===== config.mk =====
export PLATFORM = sky130hd
export DESIGN_NAME = long_press_mode_toggle_cmd
export DESIGN_NICKNAME = d
export VERILOG_FILES = /design/src/rtl/core/lpmt_pkg.sv /design/src/rtl/core/lpmt_debounce.sv /design/src/rtl/core/long_press_mode_toggle_cmd.sv
export SDC_FILE = /design/constraint.sdc
export NUM_CORES = 1
export LEC_CHECK = 0
export BUFFER_PORTS_ARGS = -buffer_cell sky130_fd_sc_hd__buf_4
export CORE_ASPECT_RATIO = 0.7
export CORE_UTILIZATION = 35
export CTS_CLUSTER_SIZE = 24
export DETAILED_ROUTE_END_ITERATION = 10
export PLACE_DENSITY = 0.53
export SYNTH_ARGS = -nofsm -noshare
export SYNTH_HDL_FRONTEND = slang
export SYNTH_SLANG_ARGS = --single-unit

===== constraint.sdc =====
create_clock -name clk -period 3.95 [get_ports clk]
set_input_delay 0.79 -clock clk [delete_from_list [all_inputs] [get_ports clk]]
set_output_delay 0.79 -clock clk [all_outputs]
set_load 0.05 [all_outputs]

===== src/rtl/core/lpmt_pkg.sv =====
// Shared types and constants for the long-press mode toggle command block.
package lpmt_pkg;

  localparam int COUNTER_BITS_DEF = 16;

  localparam int CFG_INDEX_BITS = 2;
  localparam int CFG_DATA_BITS  = 16;

  typedef enum logic [CFG_INDEX_BITS-1:0] {
    REG_DEBOUNCE   = 2'd0,
    REG_LONG_PRESS = 2'd1,
    REG_VOLUME     = 2'd2,
    REG_TRACK      = 2'd3
  } cfg_reg_t;

  localparam logic [15:0] DEBOUNCE_RST   = 16'd50;
  localparam logic [15:0] LONG_PRESS_RST = 16'd5000;
  localparam logic [4:0]  VOLUME_RST     = 5'd30;
  localparam logic [15:0] TRACK_RST      = 16'd1;

  // mode change caused by one tick
  typedef enum logic [1:0] {
    CHG_NONE   = 2'd0,
    CHG_LIGHT  = 2'd1,
    CHG_MOTION = 2'd2
  } change_t;

  // outcome of one tick, debounce core to sequencer
  typedef struct packed {
    change_t change;
    logic    mode;
    logic    stable;
  } tick_t;

endpackage


===== src/rtl/core/lpmt_debounce.sv =====
// Debounce, press timing and mode decision for one button tick.
module lpmt_debounce #(
  parameter int COUNTER_BITS = lpmt_pkg::COUNTER_BITS_DEF
) (
  input  logic           clk,
  input  logic           rst,
  input  logic           step,
  input  logic           raw,
  input  logic [15:0]    debounce_ticks,
  input  logic [15:0]    long_press_ticks,
  output lpmt_pkg::tick_t tick
);
  import lpmt_pkg::*;

  localparam int CW = (COUNTER_BITS > 16) ? COUNTER_BITS : 16;

  logic                    previous_raw;
  logic                    debounced_level;
  logic [COUNTER_BITS-1:0] hold_counter;
  logic [COUNTER_BITS-1:0] press_counter;
  logic                    light_mode;

  logic                    debounced_level_next;
  logic [COUNTER_BITS-1:0] hold_counter_next;
  logic [COUNTER_BITS-1:0] press_counter_next;
  logic                    light_mode_next;
  logic [COUNTER_BITS-1:0] press_inc;
  logic                    level_ok;
  logic                    is_long;
  change_t                 change;

  always_comb begin
    press_inc = press_counter;
    if (debounced_level && (press_counter != '1)) begin
      press_inc = press_counter + 1'b1;
    end

    if (raw != previous_raw) begin
      hold_counter_next = '0;
    end else if (hold_counter != '1) begin
      hold_counter_next = hold_counter + 1'b1;
    end else begin
      hold_counter_next = hold_counter;
    end

    level_ok = (CW'(hold_counter_next) > CW'(debounce_ticks)) && (raw != debounced_level);
    is_long  = CW'(press_inc) >= CW'(long_press_ticks);

    debounced_level_next = debounced_level;
    press_counter_next   = press_inc;
    light_mode_next      = light_mode;
    change               = CHG_NONE;

    if (level_ok) begin
      debounced_level_next = raw;
      if (raw) begin
        press_counter_next = '0;
      end else if (!light_mode && is_long) begin
        light_mode_next = 1'b1;
        change          = CHG_LIGHT;
      end else if (light_mode && !is_long) begin
        light_mode_next = 1'b0;
        change          = CHG_MOTION;
      end
    end

    tick.change = change;
    tick.mode   = light_mode_next;
    tick.stable = debounced_level_next;
  end

  always_ff @(posedge clk) begin
    if (rst) begin
      previous_raw    <= 1'b0;
      debounced_level <= 1'b0;
      hold_counter    <= '0;
      press_counter   <= '0;
      light_mode      <= 1'b0;
    end else if (step) begin
      previous_raw    <= raw;
      debounced_level <= debounced_level_next;
      hold_counter    <= hold_counter_next;
      press_counter   <= press_counter_next;
      light_mode      <= light_mode_next;
    end
  end

endmodule


===== src/rtl/core/long_press_mode_toggle_cmd.sv =====
// Top level: button debounce, long-press mode toggle and command frame output.
//
//  channel | signals                                          | moves
//  --------+--------------------------------------------------+---------------------------
//  in      | in_valid, in_ready, button_level                  | one tick sample per request
//  out     | out_valid, out_ready, mode_now, stable_level,     | 1, 5 or 11 results per request
//          | frame_byte, byte_valid, last_of_run               |
//  cfg     | cfg_write, cfg_index, cfg_data                    | one register write per cycle
//
// A tick is decided in the cycle its request is taken; its results then leave
// from a job register through the output register, one per cycle unless the
// output stalls. A plain tick gives 1 result, a return to motion mode 5,
// entering light mode 11; a new tick is taken once the job register is empty
// or its last result moves out. A stalled output holds its result, and the job
// register then takes a tick only if empty. Synchronous reset clears the valid
// flags and debounce state, restores register defaults, and requests are taken
// after it; a result passes the job register, then the output register.
module long_press_mode_toggle_cmd #(
  parameter int COUNTER_BITS = lpmt_pkg::COUNTER_BITS_DEF
) (
  input  logic                               clk,
  input  logic                               rst,
  input  logic                               in_valid,
  output logic                               in_ready,
  input  logic                               button_level,
  output logic                               out_valid,
  input  logic                               out_ready,
  output logic                               mode_now,
  output logic                               stable_level,
  output logic [7:0]                         frame_byte,
  output logic                               byte_valid,
  output logic                               last_of_run,
  input  logic                               cfg_write,
  input  logic [lpmt_pkg::CFG_INDEX_BITS-1:0] cfg_index,
  input  logic [lpmt_pkg::CFG_DATA_BITS-1:0]  cfg_data
);
  import lpmt_pkg::*;

  // frame layout
  localparam logic [7:0] FRAME_PREFIX = 8'hAA;
  localparam logic [7:0] OP_VOLUME    = 8'h13;
  localparam logic [7:0] LEN_VOLUME   = 8'h01;
  localparam logic [7:0] OP_TRACK     = 8'h07;
  localparam logic [7:0] LEN_TRACK    = 8'h02;
  localparam logic [4:0] VOLUME_MAX   = 5'd30;
  localparam int         IDX_BITS     = 4;
  localparam logic [IDX_BITS-1:0] VOL_LAST = 4'd4;   // volume checksum
  localparam logic [IDX_BITS-1:0] TRK_LAST = 4'd10;  // track checksum

  // config registers
  logic [15:0] debounce_ticks;
  logic [15:0] long_press_ticks;
  logic [4:0]  volume_level;
  logic [15:0] track_number;

  always_ff @(posedge clk) begin
    if (rst) begin
      debounce_ticks   <= DEBOUNCE_RST;
      long_press_ticks <= LONG_PRESS_RST;
      volume_level     <= VOLUME_RST;
      track_number     <= TRACK_RST;
    end else if (cfg_write) begin
      unique case (cfg_reg_t'(cfg_index))
        REG_DEBOUNCE:   debounce_ticks   <= cfg_data;
        REG_LONG_PRESS: long_press_ticks <= cfg_data;
        REG_VOLUME:     volume_level     <= cfg_data[4:0];
        REG_TRACK:      track_number     <= cfg_data;
        default:        ;
      endcase
    end
  end

  // tick decision
  tick_t tick;
  logic  accept;

  lpmt_debounce #(
    .COUNTER_BITS(COUNTER_BITS)
  ) u_debounce (
    .clk             (clk),
    .rst             (rst),
    .step            (accept),
    .raw             (button_level),
    .debounce_ticks  (debounce_ticks),
    .long_press_ticks(long_press_ticks),
    .tick            (tick)
  );

  // byte at a position of the tick's burst
  function automatic logic [7:0] burst_byte(input change_t chg, input logic [IDX_BITS-1:0] idx,
                                            input logic [4:0] vol, input logic [15:0] trk);
    logic [7:0] v;
    logic [7:0] b;
    v = {3'b000, (vol > VOLUME_MAX) ? VOLUME_MAX : vol};
    b = 8'h00;
    if (chg != CHG_NONE) begin
      case (idx)
        4'd0:    b = FRAME_PREFIX;
        4'd1:    b = OP_VOLUME;
        4'd2:    b = LEN_VOLUME;
        4'd3:    b = v;
        4'd4:    b = FRAME_PREFIX + OP_VOLUME + LEN_VOLUME + v;
        4'd5:    b = FRAME_PREFIX;
        4'd6:    b = OP_TRACK;
        4'd7:    b = LEN_TRACK;
        4'd8:    b = trk[15:8];
        4'd9:    b = trk[7:0];
        4'd10:   b = FRAME_PREFIX + OP_TRACK + LEN_TRACK + trk[15:8] + trk[7:0];
        default: b = 8'h00;
      endcase
    end
    return b;
  endfunction

  // job register: one tick whose results are still going out
  logic                job_valid;
  change_t             job_change;
  logic                job_mode;
  logic                job_stable;
  logic [IDX_BITS-1:0] job_idx;
  logic                job_last;
  logic                move;

  always_comb begin
    unique case (job_change)
      CHG_NONE:   job_last = 1'b1;
      CHG_MOTION: job_last = (job_idx == VOL_LAST);
      CHG_LIGHT:  job_last = (job_idx == TRK_LAST);
      default:    job_last = 1'b1;
    endcase
  end

  assign move     = job_valid && (!out_valid || out_ready);
  assign in_ready = !job_valid || (move && job_last);
  assign accept   = in_valid && in_ready;

  always_ff @(posedge clk) begin
    if (rst) begin
      job_valid <= 1'b0;
    end else if (accept) begin
      job_valid <= 1'b1;
    end else if (move && job_last) begin
      job_valid <= 1'b0;
    end
  end

  always_ff @(posedge clk) begin
    if (accept) begin
      job_change <= tick.change;
      job_mode   <= tick.mode;
      job_stable <= tick.stable;
      job_idx    <= '0;
    end else if (move) begin
      job_idx    <= job_idx + 1'b1;
    end
  end

  // output register
  always_ff @(posedge clk) begin
    if (rst) begin
      out_valid <= 1'b0;
    end else if (move) begin
      out_valid <= 1'b1;
    end else if (out_ready) begin
      out_valid <= 1'b0;
    end
  end

  always_ff @(posedge clk) begin
    if (move) begin
      mode_now     <= job_mode;
      stable_level <= job_stable;
      frame_byte   <= burst_byte(job_change, job_idx, volume_level, track_number);
      byte_valid   <= (job_change != CHG_NONE);
      last_of_run  <= job_last;
    end
  end

endmodule


==> results.cfg <==
[sta]
max_slew_margin_pct = 26.1
period_share_pct = 91.7
min_period_ns = 3.62
slew_viol_final = 0
finalSetupTns_ns = 0
fmax_ghz = 0.276
hold_violations = 0
setup_ws_ns = 0.329
tightest_slew_ns = 1.10
rsz0062_at_grt = no
holdWs_ns = 0.428
skew_ns = 0.0141
finalSetupViolCount = 0

[clock_tree]
cts.hold.buffers_added = 0
clockRootBuffer = clkbuf_16
cts_buffers = 9
insertion_delay_ns = 0.36
cts.sinks = 110
cts_tree = yes
cts.path.max_buffers = 2
clk_pin_slew_ns = 0.08
h-tree-depth = 3

[synthesis]
ys_ff_latch = 110
ys.warnings.count = 0
ys_seq_area_share_pct = 35.2
syn_avg_cell_area_um2 = 7.98
synth_nets = 923
syn_inst = 842
ys_types = 70
synthFlopType = dfxtp_1
synthArstFlopShare_pct = 0
synth-edff-count = 16
netlist_area_mm2 = 0.00672

[critical_path]
reg2reg_from = u_debounce.hold_counter[0]
crit_required_ns = 4.04
end_kind = flip-flop
critPathLaunchType = flip-flop
worst-setup-path-type = reg -> reg
worst_ep_arrival_time_ns = 3.72
crit_path_start = u_debounce.hold_counter[0]
cp_max_fo = 5

[grt]
grt_overflow = 0
track_usage_pct = 18.9
grt_start_max_net_pins = 44
antenna_found_initial = 0
grt_first_pass_wirelength_um = 29400
grt_pass1_vias = 5266

[placed_design]
gp_congestion = 0.835
io_buffers = 37
place_ws_ns = 0.158
dp_hpwl_um = 13500

[die]
dieWidth_um = 168
rows = 41
start_util_pct = 36.5
fp.dieH_um = 118
io_pins = 38
core_area_mm2 = 0.0184
die_area_mm2 = 0.0198

[routing]
wl_per_cell_um = 16.5
drc_errors = 0
drt_wl_total_um = 18200
drt_pass1_iterations = 5
num_vias = 5853
ant_nets = 0
via_per_inst = 5.31
drt_iter0_drc = 539

[finish]
layout_common_cells = 142 x nand2_1, 100 x a21oi_1, 94 x dfxtp_1
finalNetCount = 942
layout_commonest_cell = nand2_1
diodes = 0
drive_gt1_share_pct = 10.3
syn_to_final_growth_pct = 12.0

[worst_hold_path]
min_from = job_mode
min_path_type = reg -> reg

[pwr]
power_mw = 2.48
powerDensity_mw_per_mm2 = 330
power.static_leakage_nw = 2.96
ir_drop_v = 0.000175

[job]
drv_cap = 0

[status]
outcome = completed
==> metal layers <==
metal / vias up / global-route usage [%] / share of wire, %
met5: - / 0 / 0
met4: 0 / 3.44 / 0.84
met3: 16 / 2.86 / 5.0
met2: 138 / 24.8 / 38
met1: 2707 / 31.3 / 56
li1: 2992 / - / -
==> critical path, cell delays in order, from the launching register on <==
cell and delay (ns):
dfxtp_1 0.36, ha_1 0.26, inv_1 0.10, nor4_4 0.39, buf_4 0.22, and3_1 0.21
a31oi_1 0.11, o21a_1 0.13, ha_1 0.29, and4_1 0.23, and3_1 0.18, a21boi_2 0.17
o31a_1 0.34, and2_1 0.22, nor3b_1 0.15
==> state kept, by name (all words and copies together) (netlist names), 2 cells and up <==
signal and cells:
job_idx 4, u_debounce.hold_counter 16, volume_level 5, debounce_ticks 16, frame_byte 8, job_change 2, long_press_ticks 16, u_debounce.press_counter 16
track_number 16
==> cells by family (layout without fill, tap and decap cells) <==
kind of cell	after synthesis	count (layout)	share of synthesized area (%)
AO/OA/AOI/OAI	217	217	20.0
XOR/XNOR	34	34	4.43
adder cells (fa/ha/maj)	57	57	10.7
buffers and inverters	109	133	6.58
flip-flops	110	110	35.2
multiplexers	5	5	0.745
AND/OR/NAND/NOR	310	310	22.3
==> Yosys cell counts (all sizes together), types with 4 or more instances <==
cell / n / area, um2
o21a: 7 / 52.6
inv: 63 / 236
a22oi: 5 / 37.5
a31oi: 20 / 131
nand3: 24 / 125
and4: 6 / 52.6
and3: 12 / 75.1
a21oi: 102 / 514
and2: 4 / 25.0
nor2: 53 / 199
edfxtp: 16 / 480
dfxtp: 94 / 1880
xnor2: 16 / 140
mux2i: 5 / 50.1
o21ai: 29 / 145
a21o: 6 / 45.0
nor3: 10 / 50.1
or3: 11 / 73.8
o22ai: 4 / 25.0
clkbuf: 30 / 113
nand3b: 9 / 67.6
nor2b: 7 / 43.8
buf: 16 / 92.6
xor2: 18 / 158
ha: 56 / 701
nor4: 6 / 52.6
o211ai: 13 / 97.6
nand4: 13 / 96.3
a211oi: 4 / 30.0
nand2: 143 / 539
==> repair_timing <==
action                     CTS  global route
setup buffers                0             2
setup endpoints to repair    0             9
resized for setup            0             6
==> cell type report <==
type,instances,area [um2]
Fill cell,1898,10900
Multi-Input combinational cell,623,3940
Sequential cell,110,2360
Timing Repair Buffer,54,405
Tap cell,236,295
Inverter,63,236
Clock buffer,10,229
Clock inverter,6,52.6
==> metrics by stage <==
step	cells	instance area [um2]	utilization, %
2_1_floorplan	842	6720	-
3_3_place_gp	1084	7200	39.1
3_5_place_dp	1084	7200	39.1
4_1_cts	1100	7480	40.6
5_1_grt	1102	7520	40.8
6_report	1102	7520	40.8
==> where the power goes <==
group          internal (mW)  switching, mW  leakage [nW]  total, mW
logic                  0.124          0.250          1.90      0.375
registers               1.17         0.0233         0.918       1.20
clock network          0.442          0.466         0.140      0.907
total                   1.74          0.739          2.96       2.48
==> worst paths after layout <==
check / end / slack [ns] / depth (start not counted)
max: job_change[0] / 0.33 / 14
min: mode_now / 0.43 / 0
max reg2reg: job_change[0] / 0.33 / 14
min reg2reg: mode_now / 0.43 / 0
Note: power is estimated with default switching activity, not from simulation.
